--- src/hw/rtl/qvr_pkg.sv ---
// ----------------------------------------------------------------------------
// qvr_pkg
// widths, constants and request types for the quaternion vector rotator
// ----------------------------------------------------------------------------
`default_nettype none

package qvr_pkg;

    // quaternion fraction bits, the vector keeps its own scale through the datapath
    localparam int ROT_FRAC_BITS = 14;

    localparam int VEC_W     = 32;
    localparam int ROT_W     = 16;
    localparam int PROD1_W   = VEC_W + ROT_W;        // q * v
    localparam int U_W       = PROD1_W + 1;          // q.xyz x v
    localparam int PROD2_W   = U_W + ROT_W;          // q * uv
    localparam int W_W       = PROD2_W + 1;          // q.xyz x uv
    localparam int ACC_W     = W_W + 2;              // v + 2*w*uv + 2*uuv
    localparam int RND_SHIFT = 2 * ROT_FRAC_BITS;
    localparam int RES_W     = ACC_W - RND_SHIFT;

    localparam logic signed [ACC_W-1:0] RND_HALF =
        {{(ACC_W-1){1'b0}}, 1'b1} << (RND_SHIFT - 1);

    localparam logic signed [VEC_W-1:0] VEC_MAX = {1'b0, {(VEC_W-1){1'b1}}};
    localparam logic signed [VEC_W-1:0] VEC_MIN = {1'b1, {(VEC_W-1){1'b0}}};

    // cyclic neighbors for the cross products
    localparam int NXT [3] = '{1, 2, 0};
    localparam int PRV [3] = '{2, 0, 1};

    typedef struct packed {
        logic signed [VEC_W-1:0] vec_x;
        logic signed [VEC_W-1:0] vec_y;
        logic signed [VEC_W-1:0] vec_z;
        logic signed [ROT_W-1:0] rot_x;
        logic signed [ROT_W-1:0] rot_y;
        logic signed [ROT_W-1:0] rot_z;
        logic signed [ROT_W-1:0] rot_w;
    } t_qvr_in;

    typedef struct packed {
        logic signed [VEC_W-1:0] out_x;
        logic signed [VEC_W-1:0] out_y;
        logic signed [VEC_W-1:0] out_z;
        logic                    clipped;
    } t_qvr_out;

endpackage

`default_nettype wire

--- src/hw/rtl/qvr_finish.sv ---
// ----------------------------------------------------------------------------
// qvr_finish
// scales one exact sum back to the vector format and saturates it
// ----------------------------------------------------------------------------
`default_nettype none

module qvr_finish
    import qvr_pkg::*;
(
    input  logic signed [ACC_W-1:0] i_acc,
    output logic signed [VEC_W-1:0] o_val,
    output logic                    o_clip
);

    logic signed [RES_W-1:0]  s_res;
    logic [RES_W-VEC_W:0]     s_top;

    // rounding half is already in the sum
    assign s_res = RES_W'(i_acc >>> RND_SHIFT);
    assign s_top = s_res[RES_W-1:VEC_W-1];

    always_comb begin
        if ((&s_top) || !(|s_top)) begin
            o_val  = s_res[VEC_W-1:0];
            o_clip = 1'b0;
        end else begin
            o_val  = s_res[RES_W-1] ? VEC_MIN : VEC_MAX;
            o_clip = 1'b1;
        end
    end

endmodule

`default_nettype wire

--- config.mk ---
export PLATFORM = sky130hd
export DESIGN_NAME = qvr_finish
export DESIGN_NICKNAME = d
export VERILOG_FILES = /design/src/hw/rtl/qvr_pkg.sv /design/src/hw/rtl/qvr_finish.sv
export SDC_FILE = /design/constraint.sdc
export NUM_CORES = 1
export LEC_CHECK = 0
export ABC_CLOCK_PERIOD_IN_PS = 1480
export BUFFER_PORTS_ARGS = -buffer_cell sky130_fd_sc_hd__clkbuf_2
export CAP_MARGIN = 20
export CELL_PAD_IN_SITES_DETAIL_PLACEMENT = 0
export CELL_PAD_IN_SITES_GLOBAL_PLACEMENT = 1
export CORE_MARGIN = 1.5
export CORE_UTILIZATION = 14
export DETAILED_ROUTE_END_ITERATION = 8
export MAX_ROUTING_LAYER = met4
export PLACE_DENSITY_LB_ADDON = 0.1
export SYNTH_ARGS = -nofsm -noshare
export SYNTH_HDL_FRONTEND = slang
export SYNTH_SLANG_ARGS = --single-unit
--- constraint.sdc ---
create_clock -name vclk -period 1.48
set_input_delay 0.37 -clock vclk [all_inputs]
set_output_delay 0.37 -clock vclk [all_outputs]
set_load 0.005 [all_outputs]
* Yosys cells after proc, flatten, opt, wreduce, memory -nomap -nowiden
Index checks and enable logic that the tools add are counted.
Storage, ports and cells: input port bits 68, word-level logic and storage cells 7, output and inout bits 33, flip-flop bits (word level) 0
Cells by class: muxes and demuxes 3, reduce and logical (&&, ||, !) cells 4
Operators by type and width (count):
- $mux W32 | 2
- $reduce_and A9 Y1 | 1
- $reduce_or A9 Y1 | 1
- $logic_not A1 Y1 | 1
- $logic_or A1 B1 Y1 | 1
- $mux W1 | 1

* Longest topological paths before layout
depth after elaboration 4, mapped depth 5, depth with buffers taken out 3

* Worst setup path before layout
No wires, ideal clock.
path kind in2out, from in i_acc[62], to out o_clip, setup slack 0.014 ns, stages 4, data arrival time 1.096 ns, buffers on the path 1, required time 1.110 ns, path through nor4_1 -> nand2_1 -> buf_4 -> o21a_1
Between the ends: longest elaborated chain between the ends 4, elaborated cells on any way between the ends 5, classes of those cells 1 x mux; 4 x reduce/logical
Ends and longest elaborated chain:
- from (decl) | RTL line qvr_finish.sv:10 | input logic signed [ACC_W-1:0] i_acc,
- $reduce_or A9 Y1 | RTL line qvr_finish.sv:23 | if ((&s_top) || !(|s_top)) begin
- $logic_not A1 Y1 | RTL line qvr_finish.sv:23
- $logic_or A1 B1 Y1 * | RTL line qvr_finish.sv:23
- $mux W1 * | RTL line qvr_finish.sv:23
- to (decl) | RTL line qvr_finish.sv:12 | output logic o_clip
Every way passes the cells marked *; elsewhere a longest branch is shown, timed or not.

* Final worst setup path
Ends and elaborated chain as after synthesis.

==> out/metrics.cfg <==
[outcome]
outcome = finished, violations left
violations = negative setup slack

[cells_and_area]
clockBufferCount = 0
nets = 223
fillCellCount = 411
final_util_pct = 33.28
n_antenna_cell = 0
finalNonFillerCells = 201
final_layout_size_suffix_gt1_share_pct = 67.97
multi_input_area_um2 = 603.1
seq_area_um2 = 0
area_delta_synth_final_pct = 122.4
n_sequential_cell = 0
stdcell_area_um2 = 1255

[yosys]
synth_nets = 153
synthTopCellsByArea = a2bb2oi_1 (48%), nand3_1 (28%), buf_4 (9.3%)
yosys_warnings = 0
ys_seq_area_share_pct = 0
synth_top_family_by_area = compound AO/OA/AOI/OAI gates
synth.distinct_cells = 9
synth-simple-area-share_pct = 34.37
synth_top_cell_area_share_pct = 48.12
synthAdderAreaFrac_pct = 0
ys_top_cells_by_count = nand3_1 (32), a2bb2oi_1 (31), buf_4 (7)
syn_avg_cell_area_um2 = 6.639
synth.most_common_cell = nand3_1
synth_compound_area_share_pct = 49.45
synth-xor-area-share_pct = 0
syn_inst = 85
syn-cell-area_um2 = 564.3
synthMuxAreaShare_pct = 0
yosysTopAreaCell = a2bb2oi_1

[floorplan]
core_area_um2 = 3771
ios = 101
rows = 22
initial_core_util_pct = 14.96
dieArea_um2 = 4420
die_w_um = 66.49
die_h_um = 66.49

[timing]
period_share_pct = 114.7
setup-violations-final = 32
worstMarginPinSlew_ns = 0.2234
slew_headroom_pct = 85.00
maxSlewViolCount = 0
hold_viol_final = 0
max_freq_mhz = 589.0
rsz0062_at_grt = true
period_needed_ns = 1.698
fin_ws_ns = -0.2177

[min_path]
hp-class = in -> out
worstHoldStart = i_acc[44]

[global_route]
first_global_vias = 851
grt_pass1_wl_mm = 3.829
grt_overflow = 0
antenna_found_initial = 0
grtUsageTotal_pct = 10.52
grt_max_degree = 33

[setup_path]
crit_start = i_acc[62]
end_kind = output port
cp.buffers_inverters = 3
required_ns = 1.11
cp.depth = 6
startpoint_type = input port
cpLargestDelayFamily = simple AND/OR/NAND/NOR gates
endpoint = o_clip
critPathKind = in -> out
cp_common_cell = buf_6
cpPeakStageDelay_ns = 0.28
crit_chain = buf_6 > nor4_4 > nand2_2 > buf_6 > o21a_1 > buf_2
crit_fanout = 7
critical_path_arrival_ns = 1.33
cp_slowest_cell = nor4_4

[placed_design]
port-buffer-count = 73
hpwlAfterDp_mm = 1.725
placed_cells = 196
placed_cell_area_um2 = 993.5
gp_congestion = 0.6458

[job]
drv_cap = 0

[pwr]
ir_drop_mv = 0.05473
cellLeakagePower_nw = 0.5477
powerDensity_nw_per_um2 = 214.7

[drt]
ant_nets = 0
drt_pass1_iterations = 4
routed_wl_mm = 3.095
drtIter0Drc = 27
drcViolationCount = 0
vias = 961
wl_per_cell_um = 15.40
vias_per_cell = 4.781

[clock_tree]
postCtsSetupBuffers = 0
cts_hold_buffers = 0

-- how the worst min path moves through the flow --
stage,end,slack [ns],cells past startpoint
2_1_floorplan,o_val[0],0.85,2
3_3_place_gp,o_val[6],1.05,4
3_5_place_dp,o_val[8],1.05,4
4_1_cts,o_val[30],1.05,4
5_1_grt,o_val[3],1.07,4
6_report,o_val[16],1.05,4
-- power breakdown --
part | switching, mW | leakage [nW] | internal (mW) | total, mW
Sequential | 0 | 0 | 0 | 0
Clock | 0 | 0 | 0 | 0
Combinational | 0.115 | 0.548 | 0.154 | 0.269
Total | 0.115 | 0.548 | 0.154 | 0.269
-- layer usage --
| layer | up-vias | track usage, % | part of all wire, % |
|---|---|---|---|
| met4 | 0 | 0 | 0 |
| met5 | - | - | 0 |
| met1 | 442 | 13.00 | 41 |
| met2 | 36 | 20.13 | 55 |
| li1 | 483 | - | - |
| met3 | 0 | 0.3378 | 3.9 |
-- kinds of logic after synthesis --
| family | after synthesis |
|---|---|
| simple gates | 37 |
| compound gates | 32 |
| buf+inv | 16 |
-- stage by stage --
| stage | hold slack (ns) | setup slack, ns | power, mW | TNS [ns] |
|---|---|---|---|---|
| after detailed placement | 1.047 | -0.2382 | 0.2136 | -6.776 |
| after CTS | 1.049 | -0.2242 | 0.2153 | -6.449 |
| final | 1.045 | -0.2177 | 0.2695 | -6.349 |
| after global routing | 1.067 | -0.2703 | 0.2908 | -8.179 |
| after floorplan | 0.8492 | 0.01429 | 0.08592 | 0 |
| after global placement | 1.045 | -0.2500 | 0.2119 | -7.103 |
-- layout make-up --
type                       count  share of cell area (%)
multi-input combinational     69                   48.06
tap                           48                   4.786
timing repair buffer          84                   47.16
-- placed cells by master, fill, tap and decap left out, drive strengths merged --
| cell type | count |
|---|---|
| buf | 19 |
| a2bb2oi | 31 |
| o21a | 1 |
| and4 | 2 |
| nor4 | 2 |
| clkbuf | 65 |
| nand2 | 1 |
| nand3 | 32 |
-- what timing repair did --
item | CTS | global route
endpoints found under the hold margin | 0 | 0
gates resized for setup | 1 | 48
cloned | 0 | 5
pin swaps | 0 | 8
setup endpoints to repair | 32 | 32
(Power assumes the default switching activity.)
